==> src/hw/rtl/gsd_pkg.sv <==
// ============================================================================
// gsd_pkg: shared types and constants of the gyro stillness detector
// Sizes of the item fields, the window and the calibration divider, the item
// and status codes, and the Q15.16 helpers used by the top level.
// ============================================================================
`default_nettype none

package gsd_pkg;

   localparam int WINDOW      = 16;
   localparam int CAL_SAMPLES = 10;

   localparam int RATE_W      = 32;
   localparam int BOUND_W     = 38;
   localparam int BAIL_W      = 16;
   localparam int COUNT_W     = 17;
   localparam int CSR_INDEX_W = 1;
   localparam int CSR_DATA_W  = 38;

   // one window slot holds the sum of three axis magnitudes (each up to 2^31)
   localparam int SLOT_W  = 33;
   localparam int SUM_W   = $clog2(WINDOW) + SLOT_W;
   localparam int CMP_W   = (SUM_W > BOUND_W) ? SUM_W : BOUND_W;

   // calibration accumulator and digit-serial divider
   localparam int CSUM_W    = 36;
   localparam int CALCNT_W  = 4;
   localparam int DIGIT_W   = 4;
   localparam int REM_W     = 4;
   localparam int DIV_STEPS = CSUM_W / DIGIT_W;
   localparam int STEP_W    = $clog2(DIV_STEPS);

   localparam int ONE_Q16 = 65536;
   localparam logic [SLOT_W-1:0]   SLOT_RELOAD = SLOT_W'(3 * ONE_Q16);
   localparam logic [SUM_W-1:0]    SUM_RELOAD  = SUM_W'(3 * ONE_Q16);
   localparam logic [BOUND_W-1:0]  BOUND_RESET = BOUND_W'(ONE_Q16);
   localparam logic [BAIL_W-1:0]   BAIL_RESET  = BAIL_W'(1000);
   localparam logic [CALCNT_W-1:0] CAL_LAST    = CALCNT_W'(CAL_SAMPLES);

   localparam logic [CSR_INDEX_W-1:0] CSR_STILL_BOUNDARY = CSR_INDEX_W'(0);
   localparam logic [CSR_INDEX_W-1:0] CSR_BAIL_LIMIT     = CSR_INDEX_W'(1);

   typedef enum logic [1:0] {
      KIND_CAL_START   = 2'd0,
      KIND_CAL_SAMPLE  = 2'd1,
      KIND_WAIT_START  = 2'd2,
      KIND_WAIT_SAMPLE = 2'd3
   } kind_type;

   typedef enum logic [2:0] {
      ST_STILL        = 3'd0,
      ST_MOVING       = 3'd1,
      ST_TIMEOUT      = 3'd2,
      ST_SENSOR_ERROR = 3'd3,
      ST_IDLE         = 3'd4,
      ST_CALIBRATING  = 3'd5,
      ST_CAL_DONE     = 3'd6,
      ST_STARTED      = 3'd7
   } status_type;

   typedef struct packed {
      logic start;
      logic sample;
      logic sensor_error;
   } cal_ctl_type;

   typedef struct packed {
      logic       busy;
      status_type status;
   } cal_resp_type;

   typedef struct packed {
      logic load;
      logic shift;
   } win_ctl_type;

   // rate minus offset, saturated to 32 bits
   function automatic logic signed [RATE_W-1:0] sat_dev(input logic signed [RATE_W:0] v);
      logic signed [RATE_W-1:0] r;
      if (v[RATE_W] != v[RATE_W-1]) begin
         r = v[RATE_W] ? {1'b1, {(RATE_W-1){1'b0}}} : {1'b0, {(RATE_W-1){1'b1}}};
      end else begin
         r = v[RATE_W-1:0];
      end
      return r;
   endfunction

   function automatic logic [RATE_W-1:0] mag(input logic signed [RATE_W-1:0] v);
      logic [RATE_W-1:0] r;
      r = v[RATE_W-1] ? (~v + RATE_W'(1)) : v;
      return r;
   endfunction

endpackage

`default_nettype wire

==> src/hw/rtl/gyro_stillness_detector_top.sv <==
// Accepted items go through the stage 1, stage 2 and output registers to rsp.
// Throughput: one item per cycle through three pipeline stages while not stalled.
// After the calibration sample that completes a calibration, req_stall stays high
// while the offset divider runs one 4-bit digit per cycle.
// Reset (synchronous, active high) empties the pipeline, idles calibration and
// waiting, clears the offsets and loads the register defaults.
// ============================================================================
// gyro_stillness_detector_top: three-axis gyro stillness detector
// Offset calibration, offset-corrected deviations and a window of slot cells
// carrying the absolute running sum checked against the stillness boundary.
// ============================================================================
`default_nettype none

module gyro_stillness_detector_top
   import gsd_pkg::*;
(
   input  wire logic                     clock,
   input  wire logic                     reset,

   input  wire logic                     req_valid,
   output logic                          req_stall,
   input  wire logic [1:0]               req_kind,
   input  wire logic signed [RATE_W-1:0] req_rate_x,
   input  wire logic signed [RATE_W-1:0] req_rate_y,
   input  wire logic signed [RATE_W-1:0] req_rate_z,
   input  wire logic                     req_sensor_error,

   output logic                          rsp_valid,
   input  wire logic                     rsp_stall,
   output logic [2:0]                    rsp_status,
   output logic [BOUND_W-1:0]            rsp_window_sum,
   output logic [COUNT_W-1:0]            rsp_sample_count,

   input  wire logic                     csr_write,
   input  wire logic [CSR_INDEX_W-1:0]   csr_index,
   input  wire logic [CSR_DATA_W-1:0]    csr_data
);

   logic [BOUND_W-1:0]        boundary_ff;
   logic [BAIL_W-1:0]         bail_ff;

   cal_ctl_type               cal_ctl;
   cal_resp_type              cal_resp;
   logic signed [RATE_W-1:0]  offset [3];
   logic signed [RATE_W-1:0]  rate   [3];
   logic signed [RATE_W-1:0]  dev    [3];
   kind_type                  req_kind_e;
   logic                      req_fire;

   logic                      s1_valid_ff;
   kind_type                  s1_kind_ff;
   logic                      s1_err_ff;
   status_type                s1_status_ff;
   logic signed [RATE_W-1:0]  s1_dev_ff [3];

   logic                      s2_valid_ff;
   kind_type                  s2_kind_ff;
   logic                      s2_err_ff;
   status_type                s2_status_ff;
   logic [SLOT_W-1:0]         s2_msum_ff;

   logic                      rsp_valid_ff;
   status_type                rsp_status_ff;
   logic [BOUND_W-1:0]        rsp_window_sum_ff;
   logic [COUNT_W-1:0]        rsp_sample_count_ff;

   logic [SUM_W-1:0]          sum_ff;
   logic [SUM_W-1:0]          sum_in;
   logic [COUNT_W-1:0]        count_ff;
   logic [COUNT_W-1:0]        count_in;
   logic                      waiting_ff;
   logic                      waiting_in;
   status_type                status_in;
   logic [SUM_W-1:0]          new_sum;
   logic [CMP_W-1:0]          sum_wide;
   logic [BOUND_W-1:0]        window_sum_in;

   win_ctl_type               win_ctl;
   logic [SLOT_W-1:0]         cell_value [WINDOW];

   logic                      out_free;
   logic                      s2_free;
   logic                      s1_free;
   logic                      s1_move;
   logic                      s2_move;

   // ---------------------------------------------------------------- handshake
   assign out_free  = !rsp_valid_ff || !rsp_stall;
   assign s2_free   = !s2_valid_ff || out_free;
   assign s1_free   = !s1_valid_ff || s2_free;
   assign s1_move   = s1_valid_ff && s2_free;
   assign s2_move   = s2_valid_ff && out_free;
   assign req_stall = !s1_free || cal_resp.busy;
   assign req_fire  = req_valid && !req_stall;

   // ---------------------------------------------------------------- registers
   always_ff @(posedge clock) begin
      if (reset) begin
         boundary_ff <= BOUND_RESET;
         bail_ff     <= BAIL_RESET;
      end else if (csr_write) begin
         unique case (csr_index)
            CSR_STILL_BOUNDARY: boundary_ff <= csr_data[BOUND_W-1:0];
            CSR_BAIL_LIMIT:     bail_ff     <= csr_data[BAIL_W-1:0];
            default: ;
         endcase
      end
   end

   // ---------------------------------------------------------------- calibration
   assign req_kind_e           = kind_type'(req_kind);
   assign cal_ctl.start        = req_fire && (req_kind_e == KIND_CAL_START);
   assign cal_ctl.sample       = req_fire && (req_kind_e == KIND_CAL_SAMPLE);
   assign cal_ctl.sensor_error = req_sensor_error;

   gsd_cal u_cal (
      .clock  (clock),
      .reset  (reset),
      .ctl    (cal_ctl),
      .rate_x (req_rate_x),
      .rate_y (req_rate_y),
      .rate_z (req_rate_z),
      .resp   (cal_resp),
      .offset (offset)
   );

   // ---------------------------------------------------------------- stage 1
   assign rate[0] = req_rate_x;
   assign rate[1] = req_rate_y;
   assign rate[2] = req_rate_z;

   always_comb begin
      for (int a = 0; a < 3; a++) begin
         dev[a] = sat_dev((RATE_W+1)'(rate[a]) - (RATE_W+1)'(offset[a]));
      end
   end

   always_ff @(posedge clock) begin
      if (reset) begin
         s1_valid_ff <= 1'b0;
      end else if (s1_free) begin
         s1_valid_ff <= req_fire;
      end
   end

   always_ff @(posedge clock) begin
      if (req_fire) begin
         s1_kind_ff   <= req_kind_e;
         s1_err_ff    <= req_sensor_error;
         s1_status_ff <= cal_resp.status;
         for (int a = 0; a < 3; a++) begin
            s1_dev_ff[a] <= dev[a];
         end
      end
   end

   // ---------------------------------------------------------------- stage 2
   always_ff @(posedge clock) begin
      if (reset) begin
         s2_valid_ff <= 1'b0;
      end else if (s2_free) begin
         s2_valid_ff <= s1_valid_ff;
      end
   end

   always_ff @(posedge clock) begin
      if (s1_move) begin
         s2_kind_ff   <= s1_kind_ff;
         s2_err_ff    <= s1_err_ff;
         s2_status_ff <= s1_status_ff;
         s2_msum_ff   <= SLOT_W'(mag(s1_dev_ff[0])) + SLOT_W'(mag(s1_dev_ff[1]))
                       + SLOT_W'(mag(s1_dev_ff[2]));
      end
   end

   // ---------------------------------------------------------------- window
   generate
      for (genvar k = 0; k < WINDOW; k++) begin : g_cell
         if (k == WINDOW - 1) begin : g_tail
            gsd_cell u_cell (
               .clock      (clock),
               .ctl        (win_ctl),
               .load_value (SLOT_RELOAD),
               .shift_in   (s2_msum_ff),
               .value      (cell_value[k])
            );
         end else begin : g_body
            gsd_cell u_cell (
               .clock      (clock),
               .ctl        (win_ctl),
               .load_value ({SLOT_W{1'b0}}),
               .shift_in   (cell_value[k+1]),
               .value      (cell_value[k])
            );
         end
      end
   endgenerate

   // head cell is the slot the next wait sample replaces
   assign new_sum = sum_ff - SUM_W'(cell_value[0]) + SUM_W'(s2_msum_ff);

   always_comb begin
      sum_in        = sum_ff;
      count_in      = count_ff;
      waiting_in    = waiting_ff;
      status_in     = s2_status_ff;
      win_ctl.load  = 1'b0;
      win_ctl.shift = 1'b0;
      if (s2_move) begin
         unique case (s2_kind_ff) inside
            KIND_CAL_START, KIND_CAL_SAMPLE: ;
            KIND_WAIT_START: begin
               win_ctl.load = 1'b1;
               sum_in       = SUM_RELOAD;
               count_in     = '0;
               waiting_in   = 1'b1;
               status_in    = ST_STARTED;
            end
            KIND_WAIT_SAMPLE: begin
               if (!waiting_ff) begin
                  status_in = ST_IDLE;
               end else if (s2_err_ff) begin
                  waiting_in = 1'b0;
                  status_in  = ST_SENSOR_ERROR;
               end else begin
                  sum_in = new_sum;
                  if (CMP_W'(new_sum) < CMP_W'(boundary_ff)) begin
                     waiting_in = 1'b0;
                     status_in  = ST_STILL;
                  end else if (count_ff > COUNT_W'(bail_ff)) begin
                     waiting_in = 1'b0;
                     status_in  = ST_TIMEOUT;
                  end else begin
                     win_ctl.shift = 1'b1;
                     count_in      = count_ff + COUNT_W'(1);
                     status_in     = ST_MOVING;
                  end
               end
            end
            default: ;
         endcase
      end
   end

   assign sum_wide      = CMP_W'(sum_in);
   assign window_sum_in = (sum_wide > CMP_W'({BOUND_W{1'b1}})) ? {BOUND_W{1'b1}}
                                                               : sum_wide[BOUND_W-1:0];

   always_ff @(posedge clock) begin
      if (reset) begin
         sum_ff     <= SUM_RELOAD;
         count_ff   <= '0;
         waiting_ff <= 1'b0;
      end else begin
         sum_ff     <= sum_in;
         count_ff   <= count_in;
         waiting_ff <= waiting_in;
      end
   end

   // ---------------------------------------------------------------- output
   always_ff @(posedge clock) begin
      if (reset) begin
         rsp_valid_ff <= 1'b0;
      end else if (out_free) begin
         rsp_valid_ff <= s2_valid_ff;
      end
   end

   always_ff @(posedge clock) begin
      if (s2_move) begin
         rsp_status_ff       <= status_in;
         rsp_window_sum_ff   <= window_sum_in;
         rsp_sample_count_ff <= count_in;
      end
   end

   assign rsp_valid        = rsp_valid_ff;
   assign rsp_status       = rsp_status_ff;
   assign rsp_window_sum   = rsp_window_sum_ff;
   assign rsp_sample_count = rsp_sample_count_ff;

endmodule

`default_nettype wire

==> src/hw/rtl/gsd_cell.sv <==
// ============================================================================
// gsd_cell: one slot of the deviation window
// Holds the summed axis magnitudes of one slot; reloads, or takes its shift input
// (the neighbor's value, or the new sample in the tail cell) when the window advances.
// ============================================================================
`default_nettype none

module gsd_cell
   import gsd_pkg::*;
(
   input  wire logic              clock,
   input  wire win_ctl_type       ctl,
   input  wire logic [SLOT_W-1:0] load_value,
   input  wire logic [SLOT_W-1:0] shift_in,
   output logic      [SLOT_W-1:0] value
);

   logic [SLOT_W-1:0] value_ff;
   logic [SLOT_W-1:0] value_in;

   always_comb begin
      value_in = value_ff;
      if (ctl.load) begin
         value_in = load_value;
      end else if (ctl.shift) begin
         value_in = shift_in;
      end
   end

   always_ff @(posedge clock) begin
      value_ff <= value_in;
   end

   assign value = value_ff;

endmodule

`default_nettype wire

==> src/hw/rtl/gsd_cal.sv <==
// ============================================================================
// gsd_cal: calibration accumulator and offset divider
// Sums calibration samples per axis and divides the sums by the sample count,
// one 4-bit digit per cycle on three lanes, truncating toward zero.
// ============================================================================
`default_nettype none

module gsd_cal
   import gsd_pkg::*;
(
   input  wire logic                     clock,
   input  wire logic                     reset,
   input  wire cal_ctl_type              ctl,
   input  wire logic signed [RATE_W-1:0] rate_x,
   input  wire logic signed [RATE_W-1:0] rate_y,
   input  wire logic signed [RATE_W-1:0] rate_z,
   output cal_resp_type                  resp,
   output logic signed [RATE_W-1:0]      offset [3]
);

   function automatic logic [REM_W+DIGIT_W-1:0] div_digit(input logic [REM_W-1:0]   rem,
                                                           input logic [DIGIT_W-1:0] bits);
      logic [REM_W:0]     r;
      logic [DIGIT_W-1:0] q;
      r = {1'b0, rem};
      q = '0;
      for (int b = DIGIT_W - 1; b >= 0; b--) begin
         r = {r[REM_W-1:0], bits[b]};
         if (r >= (REM_W+1)'(CAL_SAMPLES)) begin
            r    = r - (REM_W+1)'(CAL_SAMPLES);
            q[b] = 1'b1;
         end
      end
      return {r[REM_W-1:0], q};
   endfunction

   logic                       active_ff;
   logic                       busy_ff;
   logic [STEP_W-1:0]          step_ff;
   logic [CALCNT_W-1:0]        count_ff;
   logic signed [CSUM_W-1:0]   sum_ff     [3];
   logic signed [RATE_W-1:0]   offset_ff  [3];
   logic [CSUM_W-1:0]          div_mag_ff [3];
   logic                       div_neg_ff [3];
   logic [CSUM_W-1:0]          quo_ff     [3];
   logic [REM_W-1:0]           rem_ff     [3];

   logic signed [RATE_W-1:0]   rate       [3];
   logic signed [CSUM_W-1:0]   sum_in     [3];
   logic [CSUM_W-1:0]          mag_in     [3];
   logic [REM_W+DIGIT_W-1:0]   digit      [3];
   logic [CSUM_W-1:0]          quo_in     [3];
   logic [CALCNT_W-1:0]        count_in;
   logic                       take;
   logic                       last;

   assign rate[0] = rate_x;
   assign rate[1] = rate_y;
   assign rate[2] = rate_z;

   assign take     = ctl.sample && active_ff && !ctl.sensor_error;
   assign count_in = count_ff + CALCNT_W'(1);
   assign last     = count_in >= CAL_LAST;

   always_comb begin
      for (int a = 0; a < 3; a++) begin
         sum_in[a] = sum_ff[a] + CSUM_W'(rate[a]);
         mag_in[a] = sum_in[a][CSUM_W-1] ? (CSUM_W'(0) - sum_in[a]) : sum_in[a];
         digit[a]  = div_digit(rem_ff[a], div_mag_ff[a][CSUM_W-1 -: DIGIT_W]);
         quo_in[a] = {quo_ff[a][CSUM_W-DIGIT_W-1:0], digit[a][DIGIT_W-1:0]};
      end
   end

   always_comb begin
      resp.busy   = busy_ff;
      resp.status = ST_IDLE;
      if (ctl.start) begin
         resp.status = ST_CALIBRATING;
      end else if (ctl.sample && active_ff) begin
         if (ctl.sensor_error) begin
            resp.status = ST_SENSOR_ERROR;
         end else if (last) begin
            resp.status = ST_CAL_DONE;
         end else begin
            resp.status = ST_CALIBRATING;
         end
      end
   end

   always_ff @(posedge clock) begin
      if (reset) begin
         active_ff <= 1'b0;
         busy_ff   <= 1'b0;
         step_ff   <= '0;
         count_ff  <= '0;
         for (int a = 0; a < 3; a++) begin
            sum_ff[a]    <= '0;
            offset_ff[a] <= '0;
         end
      end else begin
         if (ctl.start) begin
            active_ff <= 1'b1;
            count_ff  <= '0;
            for (int a = 0; a < 3; a++) begin
               sum_ff[a]    <= '0;
               offset_ff[a] <= '0;
            end
         end else if (take) begin
            count_ff <= count_in;
            for (int a = 0; a < 3; a++) begin
               sum_ff[a] <= sum_in[a];
            end
            if (last) begin
               active_ff <= 1'b0;
               busy_ff   <= 1'b1;
               step_ff   <= STEP_W'(DIV_STEPS - 1);
            end
         end
         if (busy_ff) begin
            if (step_ff == '0) begin
               busy_ff <= 1'b0;
               for (int a = 0; a < 3; a++) begin
                  offset_ff[a] <= $signed(RATE_W'(div_neg_ff[a] ? (CSUM_W'(0) - quo_in[a])
                                                                : quo_in[a]));
               end
            end else begin
               step_ff <= step_ff - STEP_W'(1);
            end
         end
      end
   end

   always_ff @(posedge clock) begin
      for (int a = 0; a < 3; a++) begin
         if (take && last) begin
            div_mag_ff[a] <= mag_in[a];
            div_neg_ff[a] <= sum_in[a][CSUM_W-1];
            quo_ff[a]     <= '0;
            rem_ff[a]     <= '0;
         end else if (busy_ff) begin
            div_mag_ff[a] <= div_mag_ff[a] << DIGIT_W;
            quo_ff[a]     <= quo_in[a];
            rem_ff[a]     <= digit[a][REM_W+DIGIT_W-1:DIGIT_W];
         end
      end
   end

   assign offset = offset_ff;

endmodule

`default_nettype wire

==> config.mk <==
export PLATFORM = sky130hd
export DESIGN_NAME = gyro_stillness_detector_top
export DESIGN_NICKNAME = d
export VERILOG_FILES = /design/src/hw/rtl/gsd_pkg.sv /design/src/hw/rtl/gyro_stillness_detector_top.sv /design/src/hw/rtl/gsd_cell.sv /design/src/hw/rtl/gsd_cal.sv
export SDC_FILE = /design/constraint.sdc
export NUM_CORES = 2
export LEC_CHECK = 0
export ABC_CLOCK_PERIOD_IN_PS = 32700
export BUFFER_PORTS_ARGS = -buffer_cell sky130_fd_sc_hd__buf_2
export CAP_MARGIN = 20
export CORE_MARGIN = 2
export CORE_UTILIZATION = 38
export CTS_CLUSTER_DIAMETER = 30
export CTS_CLUSTER_SIZE = 14
export DETAILED_ROUTE_END_ITERATION = 6
export SLEW_MARGIN = 10
export SYNTH_ARGS = -nofsm -noshare
export SYNTH_HDL_FRONTEND = slang
export SYNTH_SLANG_ARGS = --single-unit
==> constraint.sdc <==
create_clock -name clock -period 32.7 [get_ports clock]
set_input_delay 4.905 -clock clock [delete_from_list [all_inputs] [get_ports clock]]
set_output_delay 4.905 -clock clock [all_outputs]
set_load 0.01 [all_outputs]
After elaboration in Yosys (flattened, before gate mapping). Memories as Yosys holds them, arrays and structs flattened. Index checks and enable logic that the tools add are counted.

Register bits: 849. Memory bits (writable): 435. Memories kept: 6.

Memory list: u_cal.div_mag_ff (depth 3, bits a word 36, read ports 3, clocked after Yosys merged registers in 0, wr ports 3, RTL line gsd_cal.sv:43) `logic [CSUM_W-1:0] div_mag_ff [3];`; u_cal.quo_ff (depth 3, bits a word 36, read ports 3, clocked after Yosys merged registers in 0, wr ports 3, RTL line gsd_cal.sv:45) `logic [CSUM_W-1:0] quo_ff [3];`; u_cal.sum_ff (depth 3, bits a word 36, read ports 3, clocked after Yosys merged registers in 0, wr ports 3, RTL line gsd_cal.sv:41) `logic signed [CSUM_W-1:0] sum_ff [3];`; s1_dev_ff (depth 3, bits a word 32, read ports 3, clocked after Yosys merged registers in 0, wr ports 3, RTL line gyro_stillness_detector_top.sv:54) `logic signed [RATE_W-1:0] s1_dev_ff [3];`; u_cal.rem_ff (depth 3, bits a word 4, read ports 3, clocked after Yosys merged registers in 0, wr ports 3, RTL line gsd_cal.sv:46) `logic [REM_W-1:0] rem_ff [3];`; u_cal.div_neg_ff (depth 3, bits a word 1, read ports 3, clocked after Yosys merged registers in 0, wr ports 3, RTL line gsd_cal.sv:44) `logic div_neg_ff [3];`.

Add/sub/neg operators: 34. Order comparisons: 16. Equality and inequality tests: 6. Muxes and demuxes: 113. Bitwise operators: 20. Reduce and logical (&&, ||, !) cells: 30.

Operators by type and width (count): 36-bit 2-to-1 mux (15); 32-bit 2-to-1 mux (12); 96-bit 2-to-1 mux (3); 37-bit 2-to-1 mux (3); 36-bit by 32-bit adder with 36-bit output (3); 1-bit by 36-bit subtractor with 36-bit output (first input constant) (3); 32-bit by 32-bit subtractor with 33-bit output (3); 32-bit by 2-bit adder with 32-bit output (second input constant) (3); 32-bit inverter (3); 1-bit by 32-bit subtractor with 32-bit output (first input constant) (3); 17-bit 2-to-1 mux (5); 4-bit 2-to-1 mux (20); 37-bit case mux with 2 select lines (1); 5-bit by 4-bit greater-or-equal comparator with 1-bit output (second input constant) (12); 4-bit subtractor (second input constant) (12); 1-bit 2-to-1 mux (43); 37-bit by 38-bit > comparator with 1-bit output (second input constant) (1); 37-bit by 38-bit less-than comparator with 1-bit output (1); 38-bit 2-to-1 mux (1); 37-bit by 33-bit adder with 37-bit output (1); 37-bit by 33-bit subtractor with 37-bit output (1); 17-bit case mux with 2 select lines (1); 32-bit by 32-bit adder with 33-bit output (1); 33-bit by 32-bit adder with 33-bit output (1); other kinds (22) (67).

Longest topological paths before layout.
Depth in word-level cells: 16. Depth in mapped cells: 33.

Hierarchy. From an unflattened synthesis, not the netlist that was laid out.

Cell total of the unflattened synthesis: 6853. Area, all modules: 76641.0 sq um.

By module, submodules not included: gsd_cal (times used 1, cells an instance 2887, area each 26795.7 sq um); gyro_stillness_detector_top (times used 1, cells an instance 2830, area each 25061.5 sq um); gsd_cell (times used 16, cells an instance 71, area each 1549.0 sq um).

Worst setup path before layout. OpenSTA, ideal clock, no wires.

Path kind: input -> register. Start point: input rsp_stall. End point: memory u_cal.sum_ff[0][0] (enable). Setup time: 724 ps. Data arrival time: 13242 ps. Data required time: 31976 ps. Slack: 18734 ps. Stages: 6. Path buffers: 0. Cell sequence: and3_1 a21oi_1 nand2_1 nor2_1 nand3_1 o21ai_0.

RTL lines: from (decl) (RTL line gyro_stillness_detector_top.sv:29) `input wire logic rsp_stall,`; to (decl) (RTL line gsd_cal.sv:41).

Worst setup path after layout.
Start point: input rsp_stall. End point: register g_cell[13].g_body.u_cell.value_ff[11].

Longest elaborated chain between the ends: 4.

Ends and longest elaborated chain: 1-bit zero test (RTL line gyro_stillness_detector_top.sv:88) `assign out_free = !rsp_valid_ff || !rsp_stall;`; 1-bit logical OR (RTL line gyro_stillness_detector_top.sv:88); 1-bit logical AND (RTL line gyro_stillness_detector_top.sv:92) `assign s2_move = s2_valid_ff && out_free;`; named net s2_move (RTL line gyro_stillness_detector_top.sv:85) `logic s2_move;`; 2-bit 2-to-1 mux (RTL line gyro_stillness_detector_top.sv:209) `if (s2_move) begin`; to (signal assigned) (RTL line gsd_cell.sv:31) `value_ff <= value_in;`; to (decl) (RTL line gsd_cell.sv:18) `logic [SLOT_W-1:0] value_ff;`.

The timed path passes the listed nets, and every way through them passes these cells. A chain may end at the register's enable or synchronous reset.

==> flow_metrics.env <==
export IMPL_pwr_share_comb=0.215
export IMPL_status="finished, violations left"
export IMPL_cts_hold_fix_buffers=0
export IMPL_worstPathArrival_ns=11.66
export IMPL_hold_viol=0
export IMPL_rsz0062_at_grt="false"
export IMPL_critPathCaptureType="flop"
export IMPL_syn_inst=7348
export IMPL_die_area_um2=188600
export IMPL_grt_max_degree=228
export IMPL_num_rows=157
export IMPL_cp_buffers_inverters=8
export IMPL_core_area_um2=183500
export IMPL_cap_violations=0
export IMPL_critical_path_startpoint_type="input port"
export IMPL_slew_headroom=0.2500
export IMPL_synthTopCellsByArea="edfxtp_1 22%, dfxtp_1 21%, mux2i_1 8.2%, ha_1 6.2%, nand2_1 5.4%"
export IMPL_powerDensity_nw_per_um2=72.51
export IMPL_ff_latch_area_um2=30300
export IMPL_tns_ns=0
export IMPL_cp_common_cell="buf_4"
export IMPL_worstSkewPairLatency_ns=0.92
export IMPL_drv_slew=0
export IMPL_synth_area_per_cell_um2=9.577
export IMPL_antenna_found_initial=3
export IMPL_synth_common_cells="1008 x nand2_1, 750 x dfxtp_1, 574 x mux2i_1"
export IMPL_grt_pass1_wl_um=284300
export IMPL_pwr_share_clk=0.497
export IMPL_synth_top_area_frac=0.2172
export IMPL_ant_nets=0
export IMPL_setup_viol=0
export IMPL_cts_buffer_depth=4
export IMPL_switching_share=0.2904
export IMPL_nets=8134
export IMPL_post_synth_top_count_cell="nand2_1"
export IMPL_via_count=54250
export IMPL_cpMaxStageDelayCell="buf_4"
export IMPL_tightest_slew_ns=1.125
export IMPL_clock_skew_ns=0.08257
export IMPL_drt_wl_total_um=178900
export IMPL_critPathKind="in2reg"
export IMPL_period_share=0.3313
export IMPL_cts_root_buffer="clkbuf_16"
export IMPL_violations="DRC"
export IMPL_cp_max_fo=148
export IMPL_path_clk_slew_ns=0.05
export IMPL_internal_power_w=0.004327
export IMPL_synth_nets=7909
export IMPL_max_freq_mhz=92.30
export IMPL_die_width_um=434.3
export IMPL_overflow=0
export IMPL_grt_total_usage=0.1863
export IMPL_wl_per_cell_um=17.42
export IMPL_cts_tree="built"
export IMPL_dp_hpwl_um=127200
export IMPL_dr_pass1_iters=7
export IMPL_cts_buffers=311
export IMPL_syn_to_final_growth_pct=19.48
export IMPL_initial_core_util=0.3836
export IMPL_async_flop_share=0
export IMPL_hold_class="reg2reg"
export IMPL_drtIter0Drc=3515
export IMPL_min_period_ns=10.83
export IMPL_crit_chain="buf_2, a21boi_4, buf_4, nand2_1, nor3b_2, buf_4, nand2_1, nor3_2, buf_4, buf_4, buf_12, buf_12, buf_4, mux2i_1"
export IMPL_postCtsSetupBuffers=0
export IMPL_synth_flop_cell="dfxtp_1"
export IMPL_ys_seq_elements=1259
export IMPL_fp_dieH_um=434.3
export IMPL_drc=20
export IMPL_ys_warn_count=0
export IMPL_syn_area_um2=70370
export IMPL_p_seq_frac=0.289
export IMPL_cts_sinks=1259
export IMPL_worst_endpoint_required_ns=33.52
export IMPL_grt_pass1_vias=52250
export IMPL_whs_ns=0.4169
export IMPL_drive_gt1_frac=0.1142
export IMPL_io_pins=203
export IMPL_ys_types=113
export IMPL_p_leak_nw=31.50
export IMPL_via_per_inst=5.283
export IMPL_multi_input_area_um2=37240
export IMPL_cts_max_level=5
export IMPL_switching_power_w=0.001771
export IMPL_peakVddDrop_mv=0.04410
export IMPL_critPathMaxStageDelay_ns=0.88
export IMPL_cpLargestDelayFamily="buffers and inverters"
export IMPL_ys_seq_area_frac=0.4306
export IMPL_num_fill_cells=17350
export IMPL_port_buffer_count=201
export IMPL_synth_edf_count=509
export IMPL_cts_resized=0
export IMPL_yosys_area_top_type="edfxtp_1"
export IMPL_place_gp_congestion=0.9122
routing by layer:
metal / track usage / vias up / wire length [µm]
met4: 0.06210 / 2 / 4917
met5: 0 / - / 11
met3: 0.03197 / 323 / 8442
li1: - / 26710 / -
met2: 0.3040 / 1297 / 83080
met1: 0.2494 / 25910 / 82410
power groups by stage:
stage	Sequential [W]	Clock, W	Combinational [W]
floorplan	0.00176	0	0.000933
global placement	0.00178	0	0.00127
detailed placement	0.00179	0	0.00129
CTS	0.00176	0.00308	0.00130
global route	0.00176	0.00317	0.00145
finish	0.00176	0.00303	0.00131
cell type report:
cell class	count	area share
well taps	2464	0.03667
clock buffers	389	0.1024
repair buffers	245	0.01668
inverters	437	0.01964
diodes	2	0.00005952
flip-flops and latches	1259	0.3604
clock inverters	154	0.02134
multi-input cells	5319	0.4429
stage by stage:
step | setup WS [ns] | utilization | power [W] | cells | instance area, µm²
after floorplan | 18.73 | - | 0.002697 | 7348 | 70370
after detailed placement | 20.95 | 0.4013 | 0.003075 | 9722 | 73630
after global placement | 21.00 | 0.4013 | 0.003050 | 9721 | 73620
after CTS | 21.89 | 0.4580 | 0.006141 | 10270 | 84030
final | 21.87 | 0.4583 | 0.006097 | 10270 | 84080
after global routing | 21.45 | 0.4583 | 0.006377 | 10270 | 84080
worst register-to-register path: cells and delay by family (launching register included):
family                   cells  cell delay, ns
AO/OA/AOI/OAI               14            2.81
XOR/XNOR                     1            0.21
adder cells (fa/ha/maj)      3            1.18
buffers and inverters        7            4.53
flip-flops                   1            0.34
multiplexers                 1            0.31
AND/OR/NAND/NOR              4            0.64
cell usage in the layout (no fill, tap or decap), types with 33 or more instances in the layout:
cell	n
a211oi_1	49
a21o_1	133
a21oi_1	541
a22o_1	41
a31oi_1	40
and2_1	142
and3_1	46
buf_2	200
buf_4	39
clkbuf_1	36
clkbuf_16	321
clkinv_2	39
dfxtp_1	749
edfxtp_1	509
fa_1	72
ha_1	346
inv_1	431
maj3_1	33
mux2_2	47
mux2i_1	574
nand2_1	1008
nand2b_1	66
nand3_1	97
nand4_1	47
nor2_1	325
nor2b_1	84
nor3_1	102
nor4_1	35
o21a_1	53
o21ai_0	288
o31ai_1	88
o41ai_1	38
or3_1	68
xnor2_1	296
xor2_1	187
registers in the layout, summed over array words and instances (netlist names), 12 cells and up:
name                        cells
u_cal.div_mag_ff              108
s1_dev_ff                      96
s2_msum_ff                     33
u_cal.quo_ff                   84
rsp_sample_count               17
sum_ff                         37
count_ff                       17
u_cal.offset                   96
g_cell.g_tail.u_cell.value     33
g_cell.g_body.u_cell.value    495
u_cal.rem_ff                   12
rsp_window_sum                 37
boundary_ff                    38
u_cal.sum_ff                  108
bail_ff                        16
kinds of logic (layout without fill, tap and decap cells):
| group | count (synthesis) | count (layout) | synth area share |
|---|---|---|---|
| DFF | 1259 | 1259 | 0.4306 |
| AOI/OAI and AO/OA | 1560 | 1560 | 0.1423 |
| xor gates and xnor gates | 484 | 484 | 0.06024 |
| muxes | 622 | 622 | 0.08933 |
| buffers and inverters | 770 | 1225 | 0.04166 |
| other | 1 | 3 | 0.00005329 |
| and+or+nand+nor | 2201 | 2201 | 0.1492 |
| adders and majority gates | 451 | 451 | 0.08669 |
path summary, 6_finish.rpt:
path | start | endpoint | slack [ns] | depth (start not counted)
worst min register to register | s1_status_ff[1] | s2_status_ff[1] | 0.42 | 0
worst max-delay path | rsp_stall | g_cell[13].g_body.u_cell.value[11] | 21.87 | 14
worst min-delay path | s1_status_ff[1] | s2_status_ff[1] | 0.42 | 0
worst max register to register | s2_msum_ff[1] | g_cell[13].g_body.u_cell.value[11] | 22.60 | 30
Power figures use the tool's default switching activity.
